## src/rtl/page_frame_allocator_core_assert.svh

```systemverilog
// assertion macros used by the page frame allocator datapath
`ifndef PAGE_FRAME_ALLOCATOR_CORE_ASSERT_SVH
`define PAGE_FRAME_ALLOCATOR_CORE_ASSERT_SVH

`ifndef SYNTHESIS

// property must hold at every clock edge outside reset
`define PFA_ASSERT(lbl, prop, msg) \
  lbl: assert property (@(posedge clk_i) disable iff (!rst_ni) (prop)) else $error(msg);

// expression must never be true outside reset
`define PFA_ASSERT_NEVER(lbl, expr, msg) \
  lbl: assert property (@(posedge clk_i) disable iff (!rst_ni) !(expr)) else $error(msg);

`else

`define PFA_ASSERT(lbl, prop, msg)
`define PFA_ASSERT_NEVER(lbl, expr, msg)

`endif

`endif

```

## src/rtl/pfa_pkg.sv

```systemverilog
// shared constants, types and helpers of the page frame allocator
`timescale 1ns / 1ps

package pfa_pkg;

  localparam int NUM_PAGES      = 192;
  localparam int RESERVED_PAGES = 48;
  localparam int BASE_ADDRESS   = 65536;

  localparam int RES_EFF    = (RESERVED_PAGES > NUM_PAGES) ? NUM_PAGES : RESERVED_PAGES;
  localparam int IDX_W      = (NUM_PAGES > 1) ? $clog2(NUM_PAGES) : 1;
  localparam int FREE_W     = $clog2(NUM_PAGES + 1);
  localparam int ADDR_W     = 20;
  localparam int STATUS_W   = 3;
  localparam int COUNT_W    = 8;
  localparam int FCOUNT_W   = 8;
  localparam int PAGE_SHIFT = 12;
  localparam int PGNUM_W    = ADDR_W - PAGE_SHIFT;

  localparam logic [COUNT_W-1:0] RESERVED_MARK = COUNT_W'(100);

  typedef enum logic [STATUS_W-1:0] {
    ST_OK           = 3'd0,
    ST_NO_FREE      = 3'd1,
    ST_BELOW_BASE   = 3'd2,
    ST_NONEXISTENT  = 3'd3,
    ST_ALREADY_FREE = 3'd4
  } status_e;

  typedef enum logic [1:0] {
    S_IDLE,
    S_SCAN,
    S_REL_ISSUE,
    S_REL_CHECK
  } state_e;

  typedef enum logic [1:0] {
    OP_NONE,
    OP_GRANT,
    OP_DEC,
    OP_REPORT
  } op_e;

  // controller to datapath
  typedef struct packed {
    logic    load;
    logic    rd;
    op_e     op;
    status_e code;
  } cmd_t;

  // datapath to controller
  typedef struct packed {
    logic below;
    logic beyond;
    logic chk_vld;
    logic cnt_zero;
    logic chk_last;
    logic rd_done;
  } stat_t;

  // count of a page that has not been written since reset
  function automatic logic [COUNT_W-1:0] init_count(input logic [IDX_W-1:0] idx);
    logic [COUNT_W-1:0] res;
    res = (32'(idx) < RES_EFF) ? RESERVED_MARK : '0;
    return res;
  endfunction

endpackage

```

## src/rtl/pfa_ram.sv

```systemverilog
// generic single write port, single read port ram with registered read
`timescale 1ns / 1ps

module pfa_ram #(
  parameter int WIDTH = 8,
  parameter int DEPTH = 16
) (
  input  logic                                   clk_i,
  input  logic                                   we_i,
  input  logic [((DEPTH > 1) ? $clog2(DEPTH) : 1)-1:0] waddr_i,
  input  logic [WIDTH-1:0]                       wdata_i,
  input  logic                                   re_i,
  input  logic [((DEPTH > 1) ? $clog2(DEPTH) : 1)-1:0] raddr_i,
  output logic [WIDTH-1:0]                       rdata_o
);

  logic [WIDTH-1:0] mem_q [DEPTH];
  logic [WIDTH-1:0] rdata_q;

  always_ff @(posedge clk_i) begin
    if (we_i) begin
      mem_q[waddr_i] <= wdata_i;
    end
    if (re_i) begin
      rdata_q <= mem_q[raddr_i];
    end
  end

  assign rdata_o = rdata_q;

endmodule

```

## src/rtl/pfa_ctrl.sv

```systemverilog
// controller state machine of the page frame allocator
`timescale 1ns / 1ps

module pfa_ctrl (
  input  logic          clk_i,
  input  logic          rst_ni,
  input  logic          start,
  input  logic          kind_i,
  input  pfa_pkg::stat_t stat_i,
  output pfa_pkg::cmd_t  cmd_o,
  output logic          busy
);

  import pfa_pkg::*;

  state_e state_q, state_d;

  always_ff @(posedge clk_i or negedge rst_ni) begin
    if (!rst_ni) begin
      state_q <= S_IDLE;
    end else begin
      state_q <= state_d;
    end
  end

  always_comb begin
    state_d    = state_q;
    cmd_o.load = 1'b0;
    cmd_o.rd   = 1'b0;
    cmd_o.op   = OP_NONE;
    cmd_o.code = ST_OK;
    case (state_q)
      S_IDLE: begin
        if (start) begin
          cmd_o.load = 1'b1;
          state_d    = kind_i ? S_REL_ISSUE : S_SCAN;
        end
      end
      S_SCAN: begin
        if (stat_i.chk_vld && stat_i.cnt_zero) begin
          cmd_o.op = OP_GRANT;
          state_d  = S_IDLE;
        end else if (stat_i.chk_vld && stat_i.chk_last) begin
          cmd_o.op   = OP_REPORT;
          cmd_o.code = ST_NO_FREE;
          state_d    = S_IDLE;
        end else begin
          cmd_o.rd = !stat_i.rd_done;
        end
      end
      S_REL_ISSUE: begin
        if (stat_i.below) begin
          cmd_o.op   = OP_REPORT;
          cmd_o.code = ST_BELOW_BASE;
          state_d    = S_IDLE;
        end else if (stat_i.beyond) begin
          cmd_o.op   = OP_REPORT;
          cmd_o.code = ST_NONEXISTENT;
          state_d    = S_IDLE;
        end else begin
          cmd_o.rd = 1'b1;
          state_d  = S_REL_CHECK;
        end
      end
      S_REL_CHECK: begin
        if (stat_i.cnt_zero) begin
          cmd_o.op   = OP_REPORT;
          cmd_o.code = ST_ALREADY_FREE;
        end else begin
          cmd_o.op = OP_DEC;
        end
        state_d = S_IDLE;
      end
      default: begin
        state_d = S_IDLE;
      end
    endcase
  end

  assign busy = (state_q != S_IDLE);

endmodule

```

## src/rtl/pfa_dpath.sv

```systemverilog
// datapath of the page frame allocator: count map, scan pointer, free count, result
`timescale 1ns / 1ps

`include "page_frame_allocator_core_assert.svh"

module pfa_dpath (
  input  logic                          clk_i,
  input  logic                          rst_ni,
  input  pfa_pkg::cmd_t                 cmd_i,
  input  logic                          kind_i,
  input  logic [pfa_pkg::ADDR_W-1:0]    page_address_i,
  output pfa_pkg::stat_t                stat_o,
  output logic                          result_strobe_o,
  output logic [pfa_pkg::ADDR_W-1:0]    granted_address_o,
  output logic [pfa_pkg::STATUS_W-1:0]  status_o,
  output logic [pfa_pkg::FCOUNT_W-1:0]  free_count_o
);

  import pfa_pkg::*;

  // address decode of the incoming transaction
  logic                  below;
  logic [ADDR_W-1:0]     offset;
  logic [PGNUM_W-1:0]    page_raw;
  logic                  beyond;

  assign below    = ({1'b0, page_address_i} < 21'(BASE_ADDRESS));
  assign offset   = ADDR_W'(32'(page_address_i) - 32'(BASE_ADDRESS));
  assign page_raw = offset[ADDR_W-1:PAGE_SHIFT];
  assign beyond   = (32'(page_raw) >= NUM_PAGES);

  logic                  below_q, beyond_q;
  logic [IDX_W-1:0]      scan_q;
  logic                  rd_done_q;
  logic                  chk_vld_q;
  logic [IDX_W-1:0]      chk_idx_q;
  logic                  vld_rd_q;
  logic [NUM_PAGES-1:0]  valid_q;
  logic [FREE_W-1:0]     free_q;
  logic                  strobe_q;
  logic [ADDR_W-1:0]     granted_q;
  status_e               status_q;

  // count map
  logic                  ram_we;
  logic [COUNT_W-1:0]    ram_wdata;
  logic [COUNT_W-1:0]    ram_rdata;
  logic [COUNT_W-1:0]    eff_cnt;
  logic [ADDR_W-1:0]     grant_addr;

  assign eff_cnt    = vld_rd_q ? ram_rdata : init_count(chk_idx_q);
  assign ram_we     = (cmd_i.op == OP_GRANT) || (cmd_i.op == OP_DEC);
  assign ram_wdata  = (cmd_i.op == OP_GRANT) ? COUNT_W'(1) : (eff_cnt - COUNT_W'(1));
  assign grant_addr = ADDR_W'((32'(chk_idx_q) << PAGE_SHIFT) + 32'(BASE_ADDRESS));

  pfa_ram #(
    .WIDTH (COUNT_W),
    .DEPTH (NUM_PAGES)
  ) u_map (
    .clk_i   (clk_i),
    .we_i    (ram_we),
    .waddr_i (chk_idx_q),
    .wdata_i (ram_wdata),
    .re_i    (cmd_i.rd),
    .raddr_i (scan_q),
    .rdata_o (ram_rdata)
  );

  // transaction latch and scan pointer
  always_ff @(posedge clk_i or negedge rst_ni) begin
    if (!rst_ni) begin
      rd_done_q <= 1'b0;
      chk_vld_q <= 1'b0;
    end else begin
      chk_vld_q <= cmd_i.rd;
      if (cmd_i.load) begin
        rd_done_q <= 1'b0;
      end else if (cmd_i.rd && (scan_q == '0)) begin
        rd_done_q <= 1'b1;
      end
    end
  end

  always_ff @(posedge clk_i) begin
    if (cmd_i.load) begin
      below_q  <= below;
      beyond_q <= beyond;
      scan_q   <= kind_i ? IDX_W'(page_raw) : IDX_W'(NUM_PAGES - 1);
    end else if (cmd_i.rd && (scan_q != '0)) begin
      scan_q <= scan_q - IDX_W'(1);
    end
    if (cmd_i.rd) begin
      chk_idx_q <= scan_q;
      vld_rd_q  <= valid_q[scan_q];
    end
  end

  // valid bits and free count
  always_ff @(posedge clk_i or negedge rst_ni) begin
    if (!rst_ni) begin
      valid_q <= '0;
      free_q  <= FREE_W'(NUM_PAGES - RES_EFF);
    end else begin
      if (ram_we) begin
        valid_q[chk_idx_q] <= 1'b1;
      end
      if ((cmd_i.op == OP_GRANT) && (free_q != '0)) begin
        free_q <= free_q - FREE_W'(1);
      end else if ((cmd_i.op == OP_DEC) && (eff_cnt == COUNT_W'(1))) begin
        free_q <= free_q + FREE_W'(1);
      end
    end
  end

  // result register
  always_ff @(posedge clk_i or negedge rst_ni) begin
    if (!rst_ni) begin
      strobe_q <= 1'b0;
    end else begin
      strobe_q <= (cmd_i.op != OP_NONE);
    end
  end

  always_ff @(posedge clk_i) begin
    if (cmd_i.op != OP_NONE) begin
      granted_q <= (cmd_i.op == OP_GRANT) ? grant_addr : '0;
      status_q  <= (cmd_i.op == OP_REPORT) ? cmd_i.code : ST_OK;
    end
  end

  assign stat_o.below    = below_q;
  assign stat_o.beyond   = beyond_q;
  assign stat_o.chk_vld  = chk_vld_q;
  assign stat_o.cnt_zero = (eff_cnt == '0);
  assign stat_o.chk_last = (chk_idx_q == '0);
  assign stat_o.rd_done  = rd_done_q;

  assign result_strobe_o   = strobe_q;
  assign granted_address_o = granted_q;
  assign status_o          = status_q;
  assign free_count_o      = FCOUNT_W'(free_q);

  `PFA_ASSERT_NEVER(a_free_range, 32'(free_q) > NUM_PAGES, "free count above page count")
  `PFA_ASSERT(a_no_free_empty, (strobe_q && (status_q == ST_NO_FREE)) |-> (free_q == '0), "no free page reported while pages are free")
  `PFA_ASSERT(a_grant_zero, (cmd_i.op == OP_GRANT) |-> (chk_vld_q && (eff_cnt == '0)), "grant of a page in use")
  `PFA_ASSERT(a_strobe_single, strobe_q |=> !strobe_q, "result strobe longer than one cycle")

endmodule

```

## src/rtl/page_frame_allocator_core.sv

```systemverilog
// top level of the page frame allocator
`timescale 1ns / 1ps

// page frame allocator over a per-page use-count map
//
// usage: drive kind_i (0 allocate, 1 release) and page_address_i with start
// high; the transaction is taken at the rising edge where start is high and
// busy is low. busy stays high until the result is formed. each transaction
// gives exactly one result on granted_address_o, status_o and free_count_o,
// valid for the single cycle in which result_strobe_o is high; the receiver
// cannot stall, so it must take the result in that cycle.
//
// sequence: a release makes one count map read before its result, or none
// when the address is below the base or past the last page. an allocate
// scans the map from the top page down, one page per cycle through the
// registered read port of the map ram, and stops at the first free page or
// after the bottom page when no page is free. a new transaction may be
// started in the strobe cycle of the previous one.
//
// reset: all control state clears at once; the count map itself is not
// cleared, per-page valid bits mark never-written entries, which read as
// 100 for reserved pages and 0 otherwise, so the block is usable right away.

module page_frame_allocator_core (
  input  logic                          clk_i,
  input  logic                          rst_ni,
  input  logic                          start,
  output logic                          busy,
  input  logic                          kind_i,
  input  logic [pfa_pkg::ADDR_W-1:0]    page_address_i,
  output logic                          result_strobe_o,
  output logic [pfa_pkg::ADDR_W-1:0]    granted_address_o,
  output logic [pfa_pkg::STATUS_W-1:0]  status_o,
  output logic [pfa_pkg::FCOUNT_W-1:0]  free_count_o
);

  import pfa_pkg::*;

  cmd_t  cmd;
  stat_t stat;

  // sequencing: accept, scan or release check, commit
  pfa_ctrl u_ctrl (
    .clk_i  (clk_i),
    .rst_ni (rst_ni),
    .start  (start),
    .kind_i (kind_i),
    .stat_i (stat),
    .cmd_o  (cmd),
    .busy   (busy)
  );

  // count map, free count and result register
  pfa_dpath u_dpath (
    .clk_i             (clk_i),
    .rst_ni            (rst_ni),
    .cmd_i             (cmd),
    .kind_i            (kind_i),
    .page_address_i    (page_address_i),
    .stat_o            (stat),
    .result_strobe_o   (result_strobe_o),
    .granted_address_o (granted_address_o),
    .status_o          (status_o),
    .free_count_o      (free_count_o)
  );

endmodule
```

## config.mk

```make
export PLATFORM = sky130hd
export DESIGN_NAME = page_frame_allocator_core
export DESIGN_NICKNAME = d
export VERILOG_FILES = /design/src/rtl/pfa_pkg.sv /design/src/rtl/pfa_ram.sv /design/src/rtl/pfa_ctrl.sv /design/src/rtl/pfa_dpath.sv /design/src/rtl/page_frame_allocator_core.sv
export VERILOG_INCLUDE_DIRS = /design/src /design/src/rtl
export SDC_FILE = /design/constraint.sdc
export NUM_CORES = 2
export LEC_CHECK = 0
export BUFFER_PORTS_ARGS = -buffer_cell sky130_fd_sc_hd__clkbuf_2
export CAP_MARGIN = 20
export CORE_MARGIN = 4
export CORE_UTILIZATION = 63
export DETAILED_ROUTE_END_ITERATION = 8
export HOLD_SLACK_MARGIN = 0.15
export PLACE_DENSITY = 0.82
export SETUP_SLACK_MARGIN = 0.3
export SYNTH_ARGS = -nofsm -noshare
export SYNTH_HDL_FRONTEND = slang
export SYNTH_SLANG_ARGS = --single-unit
```

## constraint.sdc

```tcl
create_clock -name clk_i -period 9.3 [get_ports clk_i]
set_input_delay 0 -clock clk_i [delete_from_list [all_inputs] [get_ports clk_i]]
set_output_delay 0 -clock clk_i [all_outputs]
set_load 0.02 [all_outputs]
```

# Word level (Yosys, flattened, before mapping)
# Memories as Yosys holds them, arrays and structs flattened. A register that Yosys moved wholly into a read port is not among the register bits.
# Cells that the tools add are included.
# W data, S select, Z words.
totals:
  elab_cells: 95
  ram_bits: 1536
  ff_bits: 247
  mem_count: 1
mem_list:
  columns: ["memory", "depth", "width", "read_ports", "rd_clocked_by_memory_dff", "write_ports", "line", "source"]
  rows:
  - ["u_dpath.u_map.mem_q", 192, 8, 1, 1, 1, "pfa_ram.sv:17", "logic [WIDTH-1:0] mem_q [DEPTH];"]
classes:
  reduce_logical: 21
  bitwise: 1
  addsub: 6
  muxes: 38
  eq_ne: 9
  magnitude_cmp: 6
ops:
  columns: ["op", "n"]
  rows:
  - ["$or A192 B192 Y192", 1]
  - ["$mux W8", 7]
  - ["$logic_not A8 Y1", 3]
  - ["$sub A8 B1 Y8 const B", 3]
  - ["$add A20 B17 Y20 const B", 1]
  - ["$lt A20 B17 Y1 const B", 1]
  - ["$sub A20 B17 Y20 const B", 1]
  - ["$lt A8 B9 Y1 const B", 2]
  - ["$reduce_bool A8 Y1", 2]
  - ["$mux W5", 3]
  - ["$pmux W5 S3", 1]
  - ["$mux W2", 7]
  - ["$mux W1", 13]
  - ["$reduce_bool A2 Y1", 5]
  - ["$add A8 B1 Y8 const B", 1]
  - ["$bmux W1 S8", 1]
  - ["$demux W1 S8", 1]
  - ["$eq A2 B2 Y1 const B", 4]
  - ["$eq A8 B1 Y1 const B", 1]
  - ["$ge A8 B1 Y1 const B", 1]
  - ["$ge A8 B8 Y1 const B", 1]
  - ["$lt A8 B6 Y1 const B", 1]
  - ["$pmux W2 S4", 1]
  - ["$logic_and A1 B1 Y1", 7]
  - ["other kinds (10)", 12]

# Longest topological paths before layout
depth:
  word_depth: 11
  depth_mapped: 19
  depth_no_buf: 18

# Hierarchy
# Synthesis repeated with hierarchy kept, for this count alone.
unflattened:
  cells_unflattened: 3672
  hier_area_um2: 70949.3
by_module_without_submodules:
  columns: ["module", "n_inst", "cells_per_inst", "area_per_inst_um2"]
  rows:
  - ["pfa_ram", 1, 2818, 60010.1]
  - ["pfa_dpath", 1, 820, 10655.2]
  - ["pfa_ctrl", 1, 34, 284.0]

# Worst setup path before layout
# No wires, ideal clock.
synth_path:
  path_kind: "register to register"
  startpoint: "register u_dpath.chk_idx_q[4]"
  endpoint: "memory u_dpath.u_map.mem_q[0][5] (data pin)"
  path_buffers: 2
  slack_ns: 1.345
  setup_time_ns: 1.102
  path_stages_with_launch: 11
  t_arrival_ns: 6.853
  cell_sequence: "edfxtp_1 > inv_1 > ha_1 > or3b_2 > clkbuf_1 > nor4b_1 > nand4b_1 > a21o_1 > ha_1 > clkbuf_1 > nor2_1"
synth_between:
  elab_chain_cells: 9
synth_rtl:
  columns: ["item", "line", "source"]
  rows:
  - ["from (decl)", "pfa_dpath.sv:36", "logic [IDX_W-1:0] chk_idx_q;"]
  - ["from (signal assigned)", "pfa_dpath.sv:93", "chk_idx_q <= scan_q;"]
  - ["$lt A8 B6 Y1", "pfa_pkg.sv:65", "res = (32'(idx) < RES_EFF) ? RESERVED_MARK : '0;"]
  - ["$mux W7", "pfa_pkg.sv:65", null]
  - ["$mux W8", "pfa_dpath.sv:51", "assign eff_cnt = vld_rd_q ? ram_rdata : init_count(chk_idx_q);"]
  - ["$logic_not A8 Y1", "pfa_dpath.sv:134", "assign stat_o.cnt_zero = (eff_cnt == '0);"]
  - ["$logic_and A1 B1 Y1", "pfa_ctrl.sv:40", "if (stat_i.chk_vld && stat_i.cnt_zero) begin"]
  - ["$mux W2", "pfa_ctrl.sv:40", null]
  - ["$pmux W5 S3", "pfa_ctrl.sv:32", "case (state_q)"]
  - ["$eq A2 B1 Y1", "pfa_dpath.sv:53", "assign ram_wdata = (cmd_i.op == OP_GRANT) ? COUNT_W'(1) : (eff_cnt - COUNT_W'(1));"]
  - ["$mux W8 *", "pfa_dpath.sv:53", null]
  - ["named net u_dpath.ram_wdata[5]", "pfa_dpath.sv:46", "logic [COUNT_W-1:0] ram_wdata;"]
  - ["to (decl)", "pfa_ram.sv:17", null]
# Mark *: on every way through the listed nets, which the timed path passes. The rest lies on a longest branch.

# Worst setup path in the final report
layout_path:
  startpoint: "register u_dpath.chk_idx_q[5]"
  endpoint: "memory u_dpath.u_map.mem_q[26][2] (enable)"
layout_between:
  elab_chain_cells: 11
layout_rtl:
  columns: ["item", "line", "source"]
  rows:
  - ["$lt A8 B6 Y1", "pfa_pkg.sv:65", null]
  - ["$mux W7", "pfa_pkg.sv:65", null]
  - ["$mux W8", "pfa_dpath.sv:51", null]
  - ["$logic_not A8 Y1", "pfa_dpath.sv:134", null]
  - ["$logic_and A1 B1 Y1", "pfa_ctrl.sv:40", null]
  - ["$mux W2", "pfa_ctrl.sv:40", null]
  - ["$pmux W5 S3", "pfa_ctrl.sv:32", null]
  - ["$eq A2 B1 Y1 / $eq A2 B2 Y1 (equally long branches)", "pfa_dpath.sv:52", "assign ram_we = (cmd_i.op == OP_GRANT) || (cmd_i.op == OP_DEC);"]
  - ["$logic_or A1 B1 Y1", "pfa_dpath.sv:52", null]
  - ["$mux W1", "pfa_ram.sv:21", "if (we_i) begin"]
  - ["$mux W1 (not written as such)", "pfa_ram.sv:22", "mem_q[waddr_i] <= wdata_i;"]
# Several ways; a longest one is shown, not always the timed one.

==> impl_metrics.env <==
export IMPL_dpl_cell_count=5139
export IMPL_synth_cell_type_count=77
export IMPL_drive_gt1_share_pct=23.37
export IMPL_cts_sinks=1779
export IMPL_finClkSkew_ps=25.19
export IMPL_clk_path_buf_depth=3
export IMPL_clockRootBuffer="clkbuf_16"
export IMPL_final_net_count=3899
export IMPL_r2r_start="u_dpath.chk_idx_q[5]$_DFFE_PP_"
export IMPL_setup_tns_ps=0
export IMPL_synthMuxAreaShare_pct=14.39
export IMPL_viasPerCell=6.972
export IMPL_hold_violations=0
export IMPL_drv_cap=0
export IMPL_leakage_nw=26.90
export IMPL_relSlewSlack_pct=28.50
export IMPL_ys_seq_elements=1779
export IMPL_yosys_area_share_adder_pct=0.4719
export IMPL_rsz0062_at_grt="no"
export IMPL_synth_xor_area_share_pct=0.2359
export IMPL_ys_warn_count=0
export IMPL_gp_congestion=0.8745
export IMPL_wl_per_cell_um=32.77
export IMPL_drt_pass1_iter_count=6
export IMPL_grt_ovfl_total=0
export IMPL_place_ws_ps=3667
export IMPL_setup_viol=0
export IMPL_worstPathRequired_ps=9690
export IMPL_drt_total_wl_um=179700
export IMPL_crit_fanout=9
export IMPL_synth_main_ff_cell="edfxtp_1"
export IMPL_power_density_nw_per_um2=363.3
export IMPL_syn_avg_cell_area_um2=18.78
export IMPL_worst_slack_ps=3606
export IMPL_synth_compound_area_share_pct=3.190
export IMPL_dpl_hpwl_um=101800
export IMPL_detail_route_antenna_nets=0
export IMPL_synth_area_um2=70530
export IMPL_synth_simple_area_share_pct=5.413
export IMPL_post_route_period_util_pct=61.23
export IMPL_grt_max_degree=160
export IMPL_hp_class="in -> reg"
export IMPL_synth_cells=3755
export IMPL_h_tree_depth=4
export IMPL_die_y_um=342.6
export IMPL_hold_start="kind_i"
export IMPL_fp_dieW_um=342.6
export IMPL_clk_latency_ps=780
export IMPL_grt_pass1_wl_um=262500
export IMPL_rows=122
export IMPL_finalPower_mw=28.29
export IMPL_cp_startpoint="u_dpath.chk_idx_q[5]$_DFFE_PP_"
export IMPL_synth_top_family_by_area="multiplexers"
export IMPL_outcome="finished, final reports clean"
export IMPL_grt_pass1_vias=38400
export IMPL_start_util_pct=63.55
export IMPL_ir_worst_vdd_v=0.0004833
export IMPL_arrival_ps=6090
export IMPL_max_slew_worst_pin_slew_ps=1072
export IMPL_final_min_clock_period_ps=5694
export IMPL_path_clk_slew_ps=60
export IMPL_worst_setup_path_end_kind="register"
export IMPL_fin_cells=5483
export IMPL_grt_use_total_pct=31.05
export IMPL_dieArea_um2=117400
export IMPL_portBuffers=32
export IMPL_synthArstFlopShare_pct=11.52
export IMPL_cts_tree="yes"
export IMPL_clock_fmax_mhz=175.6
export IMPL_area_growth_pct=10.43
export IMPL_route_detailed_drc=0
export IMPL_num_vias=38230
export IMPL_ys_seq_area_share_pct=74.29
export IMPL_synth_edf_count=1574
export IMPL_critical_path_class="reg -> reg"
export IMPL_grt_antenna_before_repair=6
export IMPL_startpoint_type="register"
export IMPL_ios=57
export IMPL_slew_viol_final=0
export IMPL_drt_iter0_markers=5847
export IMPL_fp_coreArea_um2=111000
export IMPL_cts_inserted_buffers=166
-- sequential cells by signal (all words and copies together), names as in the netlist, 2 cells and up --
register,count
u_dpath.chk_idx_q,8
u_dpath.scan_q,8
u_dpath.status_o,3
u_dpath.free_count_o,8
u_dpath.u_map.rdata_o,8
u_dpath.u_map.mem_q,1536
u_ctrl.state_q,2
u_dpath.valid_q,192
u_dpath.granted_address_o,8
-- area by class of cell --
type	instances	area [um2]
Clock inverter	76	843.3
Timing Repair Buffer	136	1186
Antenna cell	3	7.507
Sequential cell	1779	52400
Inverter	22	86.33
Clock buffer	235	4634
Multi-Input combinational cell	1744	16870
Fill cell	6259	33090
Tap cell	1488	1862
-- synthesized netlist by cell type, types with 10 or more instances --
library cell / count / area [um2]
buf_1: 10 / 37.54
buf_6: 27 / 304.0
a31oi_1: 21 / 131.4
nor4_1: 11 / 68.82
a221oi_1: 35 / 306.5
xnor2_1: 10 / 87.58
ha_1: 25 / 312.8
edfxtp_1: 1574 / 47270
o21ai_0: 33 / 165.2
dfrtp_1: 203 / 5080
nand3_1: 23 / 115.1
buf_2: 61 / 305.3
and2_1: 20 / 125.1
inv_1: 21 / 78.83
nor2_1: 271 / 1017
nor2b_1: 21 / 131.4
nor3_1: 47 / 235.2
nand2_1: 163 / 611.8
a21oi_1: 63 / 315.3
o221ai_1: 25 / 219.0
a211oi_1: 20 / 150.1
clkbuf_1: 86 / 322.8
mux2i_1: 213 / 2132
mux4_2: 354 / 7973
or2_2: 193 / 1207
buf_4: 29 / 217.7
o22ai_1: 42 / 262.8
a22oi_1: 17 / 127.6
-- cells in the final DEF (no fill, tap or decap), drive strengths merged, types with 22 or more instances in the layout --
| cell type | count |
|---|---|
| nor2 | 271 |
| inv | 29 |
| a221oi | 35 |
| clkinv | 53 |
| ha | 25 |
| o22ai | 42 |
| o221ai | 25 |
| nand2 | 165 |
| nor3 | 47 |
| o21ai | 42 |
| mux4 | 354 |
| and2 | 22 |
| or2 | 193 |
| dlygate4sd3 | 25 |
| a21oi | 63 |
| edfxtp | 1574 |
| nand3 | 23 |
| mux2i | 213 |
| clkbuf | 266 |
| dfrtp | 203 |
| buf | 80 |
-- path summary, 6_finish.rpt --
| path | endpoint | slack, ps | depth (start not counted) |
|---|---|---|---|
| setup / recovery | u_dpath.u_map.mem_q[26][2]$_DFFE_PP_ | 3610 | 12 |
| hold reg to reg | u_dpath.valid_q[54]$_DFFE_PN0N_ | 460 | 1 |
| max in group asynchronous | u_dpath.valid_q[20]$_DFFE_PN0N_ | 7240 | 5 |
| setup reg to reg | u_dpath.u_map.mem_q[26][2]$_DFFE_PP_ | 3610 | 12 |
| min in group asynchronous | u_dpath.free_count_o[4]$_DFFE_PN1P_ | 380 | 3 |
| hold / removal | u_dpath.scan_q[6]$_DFFE_PP_ | 330 | 4 |
-- metal layers --
| metal | vias up | wire length [um] | global-route usage, % |
|---|---|---|---|
| met5 | - | 54 | 0 |
| met4 | 8 | 10710 | 16.00 |
| met3 | 600 | 22670 | 8.726 |
| met2 | 2961 | 84680 | 47.38 |
| met1 | 19560 | 61560 | 41.71 |
| li1 | 15100 | - | - |
-- where the power goes --
| group | total (mW) | internal, mW | switching [mW] |
|---|---|---|---|
| Combinational | 9.69 | 3.04 | 6.65 |
| Clock | 6.81 | 3.87 | 2.95 |
| Sequential | 11.8 | 11.5 | 0.322 |
| Total | 28.3 | 18.4 | 9.92 |
-- timing repair --
action,4_1_cts,5_1_grt
gates resized for setup,0,0
hold buffers,26,0
endpoints found under the hold margin,124,0
buffers inserted,0,0
-- cell families after synthesis --
family                     Yosys count
DFF                               1779
and+or+nand+nor                    790
muxes                              571
AOI/OAI and AO/OA                  326
buffers and inverters              243
adders and majority gates           26
xor gates and xnor gates            19
other                                1
-- stage by stage --
stage	instance area [um2]	hold slack [ps]	utilization (%)
global route	77880	352.4	70.18
CTS	77770	268.2	70.08
finish	77880	333.1	70.18
global placement	72010	115.6	64.88
floorplan	70570	-295.6	-
detailed placement	72010	134.5	64.89
-- critical path, stage by stage, from the launching register on --
cell and delay (ps):
edfxtp_1 470, ha_1 310, nor4_1 730, nor4bb_1 180
buf_4 230, and2_1 180, nand4b_1 210, a21o_1 230
ha_1 340, nor3b_1 500, nand2_1 700, buf_4 450
nor2_1 780
(Power assumes the default switching activity.)
